`config.mk`:
```
export PLATFORM = sky130hd
export DESIGN_NAME = rme_cordic
export DESIGN_NICKNAME = d
export VERILOG_FILES = /design/src/hw/rtl/rme_pkg.sv /design/src/hw/rtl/rme_cordic.sv
export SDC_FILE = /design/constraint.sdc
export NUM_CORES = 2
export LEC_CHECK = 0
export BUFFER_PORTS_ARGS = -buffer_cell sky130_fd_sc_hd__buf_2
export CAP_MARGIN = 25
export CORE_UTILIZATION = 55
export CTS_BUF_LIST = sky130_fd_sc_hd__clkbuf_16
export DETAILED_ROUTE_END_ITERATION = 10
export GPL_TIMING_DRIVEN = 0
export PLACE_DENSITY = 0.76
export SLEW_MARGIN = 20
export SYNTH_ARGS = -nofsm -noshare
export SYNTH_HDL_FRONTEND = slang
export SYNTH_SLANG_ARGS = --single-unit
```
`constraint.sdc`:
```
create_clock -name i_clk -period 3.8 [get_ports i_clk]
set_input_delay 0.76 -clock i_clk [delete_from_list [all_inputs] [get_ports i_clk]]
set_output_delay 0.76 -clock i_clk [all_outputs]
set_load 0.02 [all_outputs]
```
`src/hw/rtl/rme_pkg.sv`:
```
package rme_pkg;

    localparam int unsigned DefCordicSteps = 16;
    localparam int unsigned MaxCordicSteps = 24;
    localparam int unsigned SqrtSteps      = 16;
    localparam int unsigned MatW           = 16;
    localparam int unsigned ThrW           = 15;
    localparam int unsigned AngW           = 16;
    localparam int unsigned CorXW          = 36;
    localparam int unsigned CorZW          = 28;

    localparam logic signed [CorZW-1:0] PiAngle = 28'sd52707179;

    typedef struct packed {
        logic signed [MatW-1:0] m00;
        logic signed [MatW-1:0] m10;
        logic signed [MatW-1:0] m20;
        logic signed [MatW-1:0] m21;
        logic signed [MatW-1:0] m22;
        logic signed [MatW-1:0] m11;
        logic signed [MatW-1:0] m12;
    } t_mat;

    // round(atan(2^-i) * 2^24)
    function automatic logic signed [CorZW-1:0] angle_step(input logic [4:0] idx);
        logic signed [CorZW-1:0] v;
        case (idx)
            5'd0:    v = 28'sd13176795;
            5'd1:    v = 28'sd7778716;
            5'd2:    v = 28'sd4110060;
            5'd3:    v = 28'sd2086331;
            5'd4:    v = 28'sd1047214;
            5'd5:    v = 28'sd524117;
            5'd6:    v = 28'sd262123;
            5'd7:    v = 28'sd131069;
            5'd8:    v = 28'sd65536;
            5'd9:    v = 28'sd32768;
            5'd10:   v = 28'sd16384;
            5'd11:   v = 28'sd8192;
            5'd12:   v = 28'sd4096;
            5'd13:   v = 28'sd2048;
            5'd14:   v = 28'sd1024;
            5'd15:   v = 28'sd512;
            5'd16:   v = 28'sd256;
            5'd17:   v = 28'sd128;
            5'd18:   v = 28'sd64;
            5'd19:   v = 28'sd32;
            5'd20:   v = 28'sd16;
            5'd21:   v = 28'sd8;
            5'd22:   v = 28'sd4;
            5'd23:   v = 28'sd2;
            default: v = '0;
        endcase
        return v;
    endfunction

endpackage

```
`src/hw/rtl/rme_cordic.sv`:
```
module rme_cordic
    import rme_pkg::*;
#(
    parameter int unsigned STEPS = DefCordicSteps
) (
    input  logic                   i_clk,
    input  logic signed [16:0]     i_y,
    input  logic signed [16:0]     i_x,
    output logic signed [AngW-1:0] o_angle
);

    logic signed [CorXW-1:0] r_x    [0:STEPS];
    logic signed [CorXW-1:0] r_y    [0:STEPS];
    logic signed [CorZW-1:0] r_z    [0:STEPS];
    logic                    r_zero [0:STEPS];

    logic signed [CorXW-1:0] xs;
    logic signed [CorXW-1:0] ys;
    logic signed [CorZW-1:0] zr;

    assign xs = {{3{i_x[16]}}, i_x, 16'h0000};
    assign ys = {{3{i_y[16]}}, i_y, 16'h0000};

    // Vectors in the left half-plane are turned by pi before the iterations.
    always_ff @(posedge i_clk) begin
        r_zero[0] <= (i_x == '0) && (i_y == '0);
        if (i_x[16]) begin
            r_x[0] <= -xs;
            r_y[0] <= -ys;
            r_z[0] <= i_y[16] ? -PiAngle : PiAngle;
        end else begin
            r_x[0] <= xs;
            r_y[0] <= ys;
            r_z[0] <= '0;
        end
    end

    genvar k;
    generate
        for (k = 0; k < STEPS; k++) begin : g_iter
            logic signed [CorXW-1:0] dx;
            logic signed [CorXW-1:0] dy;
            logic signed [CorZW-1:0] da;
            assign dx = r_y[k] >>> k;
            assign dy = r_x[k] >>> k;
            assign da = angle_step(5'(k));
            always_ff @(posedge i_clk) begin
                r_zero[k+1] <= r_zero[k];
                if (!r_y[k][CorXW-1]) begin
                    r_x[k+1] <= r_x[k] + dx;
                    r_y[k+1] <= r_y[k] - dy;
                    r_z[k+1] <= r_z[k] + da;
                end else begin
                    r_x[k+1] <= r_x[k] - dx;
                    r_y[k+1] <= r_y[k] + dy;
                    r_z[k+1] <= r_z[k] - da;
                end
            end
        end
    endgenerate

    // Round half up from 2^-24 to 2^-13 radians.
    assign zr      = r_z[STEPS] + 28'sd1024;
    assign o_angle = r_zero[STEPS] ? '0 : zr[26:11];

endmodule

```
==> results.py <==
metrics = {
    "sta": {
        "fmax_mhz": 229.6,
        "max_slew.worst_pin.slew_ns": 1.021,
        "drv_slew": 0,
        "post-route-period-util": 1.146,
        "tns_ns": -17.02,
        "setup_viol": 131,
        "rsz0062_at_grt": "yes",
        "max-slew-margin-rel": 0.3196,
        "report.final.hold_viol_count": 0,
        "final.min_clock_period_ns": 4.355,
        "fin_skew_ns": 0.04209,
        "final.setup.worst_slack_ns": -0.5553,
    },
    "logic_synthesis": {
        "async_flop_share": 0,
        "synthesis.area_sq_um": 93520,
        "netlist-cell-type-count": 99,
        "synth.area.top_cells": "dfxtp_1, ha_1, xnor2_1, a21oi_1, xor2_1",
        "synth-edff-count": 0,
        "netlist_instances": 11139,
        "ys_seq_area_frac": 0.2731,
        "yosysMostFrequentCell": "dfxtp_1",
        "yosysWarnings": 0,
        "synth_top_area_frac": 0.2731,
        "synth_top_area_cell": "dfxtp_1",
        "ys_ff_latch": 1276,
        "syn_avg_cell_area_sq_um": 8.396,
        "yosys-top-cells-count": "dfxtp_1, ha_1, a21oi_1",
        "synth_ff_type": "dfxtp_1",
    },
    "die": {
        "die_area_sq_um": 171700,
        "ios": 51,
        "die_x_um": 414.4,
        "start_util": 0.5568,
        "coreArea_sq_um": 168000,
        "die_y_um": 414.4,
        "row_count": 150,
    },
    "drt": {
        "ant_nets": 0,
        "wl_mm": 277.7,
        "drt_iter0_markers": 6693,
        "avgRoutedWirePerCell_um": 19.51,
        "drc": 0,
        "num_vias": 85795,
        "dr.pass1.iters": 6,
        "vias_per_cell": 6.028,
    },
    "grt": {
        "grt_overflow": 0,
        "grt_max_degree": 19,
        "antenna_found_initial": 17,
        "grt.busiest_layer": "met2",
        "grt_pass1_wl_mm": 429.0,
        "track_usage": 0.3043,
        "met3_usage": 0.05924,
        "grt_pass1_vias": 82344,
        "gr-usage-met1": 0.3852,
        "grtUsageMet2": 0.5056,
    },
    "placement": {
        "dp_hpwl_mm": 208.5,
        "numPlacedInstances": 13395,
        "gp_congestion": 0.9974,
        "pre_cts_ws_ns": -1.897,
        "portBuffers": 50,
    },
    "setup_path": {
        "path_buf_inv": 1,
        "timing.rr.start": "r_x[9][9]",
        "path_cells": "inv_4 > ha_4 > nand2b_4 > or4_4 > nor2_4 > a21oi_2 > xnor2_1 > ha_1 > a21oi_2 > o21ai_2 > a221oi_2 > a31oi_2 > nand3_2 > a21oi_4 > a211o_1 > a311o_1 > a221o_1 > a21oi_2 > xnor2_1",
        "slowest_stage": "or4_4",
        "slowest_delay_ns": 0.54,
        "crit_path_end_kind": "register",
        "r2r_end": "r_y[10][35]",
        "path_class": "reg -> reg",
        "crit_path_frequent_cell": "a21oi_2",
        "path_max_fanout": 4,
        "cp_data_required_time_ns": 4.54,
        "worstPathArrival_ns": 5.09,
        "r2r_slack_ns": -0.56,
        "start_kind": "register",
        "reg2reg_depth": 19,
        "crit_family": "compound AO/OA/AOI/OAI gates",
    },
    "cts": {
        "cts_sinks": 1276,
        "insertion_delay_ns": 0.81,
        "cts_made_buffers": 148,
        "cts_tree": "done",
        "clkTransAtPathRegs_ns": 0.06,
        "clock_path_buffers": 3,
        "cts_max_level": 4,
        "cts_hold_buffers": 0,
        "cts-root-buf": "clkbuf_16",
    },
    "job": {
        "drv_cap": 0,
    },
    "layout": {
        "drive_gt1_frac": 0.1793,
        "nNetsFinal": 13169,
        "area_growth_syn_to_layout_pct": 21.37,
        "instances_no_fill": 14232,
    },
    "status": {
        "status": "finished, violations left",
        "violations": "setup timing",
    },
    "hold_path": {
        "hp-class": "in -> reg",
        "worstHoldStart": "i_x[0]",
        "hold_end": "r_x[0][16]",
        "hold_path_depth": 1,
    },
}
==> worst reg2reg max path, stage by stage (launching register included) <==
cell,delay (ns)
dfxtp_4,0.37
inv_4,0.06
ha_4,0.14
nand2b_4,0.06
or4_4,0.54
nor2_4,0.16
a21oi_2,0.07
xnor2_1,0.24
ha_1,0.35
a21oi_2,0.20
o21ai_2,0.10
a221oi_2,0.30
a31oi_2,0.16
nand3_2,0.13
a21oi_4,0.08
a211o_1,0.31
a311o_1,0.35
a221o_1,0.34
a21oi_2,0.21
xnor2_1,0.14
==> cell families after synthesis <==
| group | after synthesis | synth area share |
|---|---|---|
| AO/OA/AOI/OAI | 3113 | 0.2097 |
| AND/OR/NAND/NOR | 3093 | 0.1587 |
| XOR/XNOR | 1642 | 0.1538 |
| flip-flops | 1276 | 0.2731 |
| adder cells (fa/ha/maj) | 1241 | 0.1691 |
| buffers and inverters | 713 | 0.02864 |
| multiplexers | 60 | 0.006903 |
| other | 1 | 0.00004010 |
==> registers in the layout, summed over array words and instances (netlist names) <==
signal	cells
r_z	352
r_zero	17
r_y	462
r_x	445
==> metal layers <==
layer / vias to the layer above / wire length (um)
met5: - / 19
met4: 4 / 11130
met2: 2999 / 128700
li1: 41235 / -
met3: 697 / 20750
met1: 40860 / 117100
==> repair_timing <==
| action | CTS | global route |
|---|---|---|
| endpoints found under the setup margin | 542 | 304 |
| gates cloned | 6 | 0 |
| pin swaps | 492 | 449 |
| gates resized for setup | 1084 | 551 |
| buffers inserted | 373 | 214 |
==> final cells by class <==
| cell class | instances | area (sq um) |
|---|---|---|
| clock buffers | 151 | 3779 |
| inverters | 536 | 2081 |
| multi-input cells | 9152 | 71900 |
| diodes | 15 | 37.54 |
| clock inverters | 119 | 1252 |
| fillers | 13077 | 54460 |
| well taps | 2204 | 2758 |
| repair buffers | 624 | 4823 |
| repair inverters | 6 | 40.04 |
| plain buffers | 149 | 994.7 |
| flip-flops and latches | 1276 | 25840 |
==> how the worst max path moves through the flow <==
| stage | to | from | cells past startpoint | slack [ns] |
|---|---|---|---|---|
| after floorplan | r_y[10][35] | r_x[9][9] | 19 | -0.13 |
| after global placement | r_y[15][35] | r_x[14][17] | 18 | -1.90 |
| after detailed placement | r_y[15][35] | r_x[14][17] | 18 | -1.90 |
| after CTS | r_y[11][33] | r_x[10][15] | 17 | -0.46 |
| after global routing | r_y[10][35] | r_x[9][9] | 19 | -0.74 |
| final | r_y[10][35] | r_x[9][9] | 19 | -0.56 |
==> metrics by stage <==
stage	utilization	hold WS, ns	area, sq um
after floorplan	-	0.3096	94060
final	0.6758	0.1209	113500
after detailed placement	0.5779	0.3121	97070
after CTS	0.6525	0.06576	109600
after global placement	0.5779	0.3102	97070
after global routing	0.6756	0.08872	113500
==> cells in the final DEF (no fill, tap or decap), types with 141 or more instances in the layout <==
| cell | count |
|---|---|
| dfxtp_1 | 1163 |
| nor2_1 | 1039 |
| nor2b_1 | 152 |
| a21oi_1 | 998 |
| xor2_1 | 573 |
| xnor2_1 | 1011 |
| nand2_1 | 532 |
| inv_1 | 518 |
| nor3_1 | 238 |
| buf_4 | 522 |
| ha_1 | 1107 |
| a21oi_2 | 141 |
| a21o_1 | 454 |
| clkbuf_16 | 156 |
| o21ai_0 | 370 |
| nand3_1 | 160 |
Power is not shown: default switching activity piles up to over one toggle a cycle in this logic, so the estimate is an artifact.
