**src/hw/rtl/rme_pkg.sv**
```systemverilog
package rme_pkg;

    localparam int unsigned DefCordicSteps = 16;
    localparam int unsigned MaxCordicSteps = 24;
    localparam int unsigned SqrtSteps      = 16;
    localparam int unsigned MatW           = 16;
    localparam int unsigned ThrW           = 15;
    localparam int unsigned AngW           = 16;
    localparam int unsigned CorXW          = 36;
    localparam int unsigned CorZW          = 28;

    localparam logic signed [CorZW-1:0] PiAngle = 28'sd52707179;

    typedef struct packed {
        logic signed [MatW-1:0] m00;
        logic signed [MatW-1:0] m10;
        logic signed [MatW-1:0] m20;
        logic signed [MatW-1:0] m21;
        logic signed [MatW-1:0] m22;
        logic signed [MatW-1:0] m11;
        logic signed [MatW-1:0] m12;
    } t_mat;

    // round(atan(2^-i) * 2^24)
    function automatic logic signed [CorZW-1:0] angle_step(input logic [4:0] idx);
        logic signed [CorZW-1:0] v;
        case (idx)
            5'd0:    v = 28'sd13176795;
            5'd1:    v = 28'sd7778716;
            5'd2:    v = 28'sd4110060;
            5'd3:    v = 28'sd2086331;
            5'd4:    v = 28'sd1047214;
            5'd5:    v = 28'sd524117;
            5'd6:    v = 28'sd262123;
            5'd7:    v = 28'sd131069;
            5'd8:    v = 28'sd65536;
            5'd9:    v = 28'sd32768;
            5'd10:   v = 28'sd16384;
            5'd11:   v = 28'sd8192;
            5'd12:   v = 28'sd4096;
            5'd13:   v = 28'sd2048;
            5'd14:   v = 28'sd1024;
            5'd15:   v = 28'sd512;
            5'd16:   v = 28'sd256;
            5'd17:   v = 28'sd128;
            5'd18:   v = 28'sd64;
            5'd19:   v = 28'sd32;
            5'd20:   v = 28'sd16;
            5'd21:   v = 28'sd8;
            5'd22:   v = 28'sd4;
            5'd23:   v = 28'sd2;
            default: v = '0;
        endcase
        return v;
    endfunction

endpackage

```
**src/hw/rtl/rme_sqrt.sv**
```systemverilog
module rme_sqrt
    import rme_pkg::*;
(
    input  logic        i_clk,
    input  logic        i_rst_n,
    input  logic        i_valid,
    input  logic [31:0] i_radicand,
    input  t_mat        i_side,
    output logic        o_valid,
    output logic [15:0] o_root,
    output t_mat        o_side
);

    // One result bit per stage, restoring digit-by-digit square root.
    logic        r_valid [0:SqrtSteps-1];
    logic [17:0] r_rem   [0:SqrtSteps-1];
    logic [15:0] r_root  [0:SqrtSteps-1];
    logic [31:0] r_rad   [0:SqrtSteps-1];
    t_mat        r_side  [0:SqrtSteps-1];

    genvar k;
    generate
        for (k = 0; k < SqrtSteps; k++) begin : g_stage
            logic        p_valid;
            logic [17:0] p_rem;
            logic [15:0] p_root;
            logic [31:0] p_rad;
            t_mat        p_side;
            logic [19:0] cur;
            logic [19:0] trial;
            logic [17:0] n_rem;
            logic [15:0] n_root;

            if (k == 0) begin : g_first
                assign p_valid = i_valid;
                assign p_rem   = '0;
                assign p_root  = '0;
                assign p_rad   = i_radicand;
                assign p_side  = i_side;
            end else begin : g_next
                assign p_valid = r_valid[k-1];
                assign p_rem   = r_rem[k-1];
                assign p_root  = r_root[k-1];
                assign p_rad   = r_rad[k-1];
                assign p_side  = r_side[k-1];
            end

            always_comb begin
                cur   = {p_rem, p_rad[31:30]};
                trial = {2'b00, p_root, 2'b01};
                if (cur >= trial) begin
                    n_rem  = 18'(cur - trial);
                    n_root = {p_root[14:0], 1'b1};
                end else begin
                    n_rem  = cur[17:0];
                    n_root = {p_root[14:0], 1'b0};
                end
            end

            always_ff @(posedge i_clk) begin
                if (!i_rst_n) begin
                    r_valid[k] <= 1'b0;
                end else begin
                    r_valid[k] <= p_valid;
                end
                r_rem[k]  <= n_rem;
                r_root[k] <= n_root;
                r_rad[k]  <= {p_rad[29:0], 2'b00};
                r_side[k] <= p_side;
            end
        end
    endgenerate

    assign o_valid = r_valid[SqrtSteps-1];
    assign o_root  = r_root[SqrtSteps-1];
    assign o_side  = r_side[SqrtSteps-1];

endmodule

```
**config.mk**
```make
export PLATFORM = sky130hd
export DESIGN_NAME = rme_sqrt
export DESIGN_NICKNAME = d
export VERILOG_FILES = /design/src/hw/rtl/rme_pkg.sv /design/src/hw/rtl/rme_sqrt.sv
export SDC_FILE = /design/constraint.sdc
export NUM_CORES = 2
export LEC_CHECK = 0
export ABC_CLOCK_PERIOD_IN_PS = 5400
export BUFFER_PORTS_ARGS = -buffer_cell sky130_fd_sc_hd__buf_2
export CORE_AREA = 2 2 534 377
export DETAILED_ROUTE_END_ITERATION = 8
export DIE_AREA = 0 0 536 379
export PLACE_DENSITY = 0.57
export SYNTH_ARGS = -nofsm -noshare
export SYNTH_HDL_FRONTEND = slang
export SYNTH_SLANG_ARGS = --single-unit
```
**constraint.sdc**
```tcl
create_clock -name i_clk -period 5.4 [get_ports i_clk]
set_clock_uncertainty 0.2 [all_clocks]
set_input_delay 0 -clock i_clk [delete_from_list [all_inputs] [get_ports i_clk]]
set_output_delay 0 -clock i_clk [all_outputs]
set_load 0.005 [all_outputs]
```
==> flow_summary.yaml <==
sta:
  setup_viol: 0
  timing.slew.headroom_pct: 31.9
  min_period_over_period_pct: 63.6
  setup_tns_ns: 0
  rsz0062_at_grt: "no"
  layout_min_cycle_time_ns: 3.44
  worst_slew_pin_slew_ns: 1.01
  final-hold-violation-count: 0
  fmax_mhz: 291
  final_max_slew_viol_count: 0
setup_path:
  timing.critical_path.fanout_max: 18
  setup.reg_to_reg.worst_slack_ns: 1.96
  timing_worst_setup_path_type: "flop to flop"
  worstSetupStartpointType: "flop"
  critPathCaptureType: "flop"
  cp.arrival_ns: 3.90
  reg2reg_to: "r_rem[1][120]$_DFF_P_"
  r2r.worst_path.cells: 7
  rr_startpoint: "r_rem[1][90]$_DFF_P_"
  worst-endpoint-required_ns: 5.86
global_route:
  grt_use_total_pct: 8.25
  global_route.overflow_total: 0
  vias_in_the_first_global_route: 27700
  grt_max_degree: 31
  antenna_found_initial: 4
  first_pass_grt_wire_length_mm: 138
min_path:
  min_path_cells: 0
  timing.hold.worst.start: "r_side[8][9]$_DFF_P_"
  min_delay_worst_endpoint: "r_side[9][9]$_DFF_P_"
  hold_path_class: "flop to flop"
yosys:
  synthesis.yosys.warnings: 0
  syn_avg_cell_area_um2: 14.8
  synth_cell_types: 77
  synth_flop_cell: "dfxtp_1"
  synth_sequential_area_ratio_pct: 82.4
  number_of_flops_mapped_to_enable_cells_by_yosys: 0
  syn-instance-count: 3989
  post_synth_instance_area_um2: 59100
  synth_async_sr_flop_share_pct: 0
  postSynthRegisterBits: 2434
  syn_nets: 4289
power:
  peakVddDrop_mv: 0.324
  switching_power_w: 0.00855
  power_frac_comb_pct: 6.6
  switch_share_pct: 22.1
  power-per-cell-area_nw_per_um2: 521
  power.share.clock_pct: 41.0
  internal_power_w: 0.0301
  seq_power_share_pct: 52.4
  p_leak_nw: 32.0
place:
  gpl_wtd_cong: 0.798
  dp_hpwl_mm: 53.4
  port_buffers: 275
cells_and_area:
  mostFrequentLayoutCells: "dfxtp_1 (2434), dlygate4sd3_1 (294), buf_2 (275)"
  diodes: 0
  fillCellCount: 18500
  register_area_um2: 48700
  multiInputGateArea_um2: 9570
  post_route_cells_drive_above_1_share_pct: 14.2
  final_util_pct: 37.5
  area_growth_pct: 25.5
  nNetsFinal: 5048
  layout_commonest_cell: "dfxtp_1"
route:
  drt.antenna.violating_nets: 0
  detailedRoute.firstIterationViolations: 1202
  wl_mm: 85.4
  routed_wire_length_per_instance_um: 11.3
  route.detailed.drc: 0
  drt_pre_antenna_iters: 7
  vias_per_cell: 3.75
  vias: 28400
clocking:
  cts.clk_slew.worst_paths_ns: 0.06
  clk_path_buf_depth: 4
  tritoncts: "built"
  clock_latency_ns: 0.82
  cts_post_setup_buffers_inserted: 0
  clkSinkCount: 2434
  ctsHtreeMaxLevel: 4
  cts_buffers: 220
  clk_root_buffer_cell: "clkbuf_16"
floorplanning:
  die-height_um: 379
  std_cell_rows: 137
  floorplan.io_pins: 276
  design.die.area_um2: 203000
  floorplan.initialDensity_pct: 29.9
  die_x_extent_um: 536
  core_um2: 198000
job:
  max_cap_violations: 0
status:
  status: "finished clean"
## power groups by stage
stage	clock network, W	registers (W)	logic (W)
4_1_cts	0.0164	0.0203	0.00255
3_5_place_dp	0	0.0207	0.00236
6_report	0.0158	0.0202	0.00254
2_1_floorplan	0	0.0203	0.00182
5_1_grt	0.0172	0.0204	0.00286
3_3_place_gp	0	0.0206	0.00233
## worst max-delay path, cell delays in order (launching register included)
cell and delay (ns):
dfxtp_1 0.34, ha_1 0.37, nor2b_1 0.17, o31a_1 0.28, o22a_1 0.26, a31oi_1 0.51, and2_1 0.76, mux2_2 0.42
## what timing repair did
item                                   4_1_cts  5_1_grt
resized for setup                            0        0
hold buffers                               294        0
endpoints found under the hold margin      161        0
## sequential cells by signal, indices dropped and copies added (netlist names)
name	count
r_side	1792
r_rem	250
r_rad	240
r_root	136
r_valid	16
## kinds of logic (layout without fill, tap and decap cells)
| family | count (synthesis) | in the layout | share of synthesized area [%] |
|---|---|---|---|
| buf+inv | 212 | 1143 | 1.39 |
| simple gates | 545 | 545 | 4.79 |
| flops | 2434 | 2434 | 82.4 |
| xor+xnor | 181 | 181 | 2.68 |
| fa+ha+maj | 153 | 153 | 3.24 |
| other cells | 1 | 1 | 0.00634 |
| mux | 57 | 57 | 1.11 |
| compound gates | 406 | 406 | 4.36 |
## per-layer routing
layer | routed length, um | part of all wire (%) | GRT usage (%) | up-vias
li1 | - | - | - | 14700
met1 | 41700 | 49 | 11.0 | 12900
met2 | 35700 | 42 | 12.4 | 544
met3 | 4990 | 5.8 | 2.43 | 239
met4 | 2920 | 3.4 | 3.61 | 8
met5 | 46 | 0.054 | 0 | -
## synthesized netlist by cell type, types with 6 or more instances
| cell type | n | area (um^2) |
|---|---|---|
| dfxtp_1 | 2434 | 48700 |
| inv_1 | 176 | 661 |
| ha_1 | 153 | 1910 |
| nor2_1 | 126 | 473 |
| a21oi_1 | 120 | 601 |
| nand2_1 | 105 | 394 |
| o21ai_0 | 98 | 490 |
| xnor2_1 | 96 | 841 |
| xor2_1 | 85 | 744 |
| nor3_1 | 58 | 290 |
| nand3_1 | 37 | 185 |
| mux2_2 | 36 | 405 |
| nor4_1 | 36 | 225 |
| o21a_1 | 35 | 263 |
| nand2b_1 | 27 | 169 |
| or3_1 | 26 | 163 |
| clkbuf_1 | 24 | 90.1 |
| a21o_1 | 23 | 173 |
| and2_1 | 21 | 131 |
| nand4_1 | 20 | 125 |
| nor2b_1 | 20 | 125 |
| or4_1 | 17 | 128 |
| a211oi_1 | 15 | 113 |
| o31ai_1 | 15 | 113 |
| o211ai_1 | 13 | 97.6 |
| a211o_1 | 9 | 78.8 |
| nand3b_1 | 9 | 67.6 |
| or2_2 | 9 | 56.3 |
| a21boi_0 | 8 | 60.1 |
| a31oi_1 | 8 | 50.1 |
| mux2_1 | 8 | 90.1 |
| nand4b_1 | 8 | 70.1 |
| and3_1 | 7 | 43.8 |
| mux2i_1 | 7 | 70.1 |
| a2111oi_0 | 6 | 52.6 |
| mux2_4 | 6 | 90.1 |
## per-stage QoR
stage / total power, W / hold WS [ns] / cells / area [um^2] / worst slack (ns)
floorplan: 0.0222 / -0.172 / 3989 / 59100 / 2.35
global placement: 0.0230 / -0.0983 / 6873 / 63700 / 2.04
detailed placement: 0.0230 / -0.0964 / 6873 / 63700 / 1.99
CTS: 0.0392 / 0.0259 / 7561 / 74200 / 1.95
global route: 0.0404 / 0.0649 / 7561 / 74200 / 1.81
finish: 0.0386 / 0.0799 / 7561 / 74200 / 1.96
## worst max-delay path by stage
| stage | start | end | cells after the start |
|---|---|---|---|
| after global placement | r_root[1][80]$_DFF_P_ | r_rem[1][113]$_DFF_P_ | 8 |
| after detailed placement | r_rem[1][90]$_DFF_P_ | r_rem[1][119]$_DFF_P_ | 7 |
| after floorplan | r_root[0][102]$_DFF_P_ | r_rem[0][132]$_DFF_P_ | 9 |
| final | r_rem[1][90]$_DFF_P_ | r_rem[1][120]$_DFF_P_ | 7 |
| after global routing | r_root[1][80]$_DFF_P_ | r_rem[1][120]$_DFF_P_ | 8 |
| after CTS | r_rem[1][90]$_DFF_P_ | r_rem[1][120]$_DFF_P_ | 7 |
## cell type report
class | count | share of cell area, %
clock buffers | 294 | 8.32
clock inverters | 100 | 1.88
inverters | 179 | 0.906
multi-input cells | 1343 | 12.9
flip-flops and latches | 2434 | 65.7
well taps | 2641 | 4.46
repair buffers | 570 | 5.83
No activity file was read; power rests on OpenSTA's default activity.
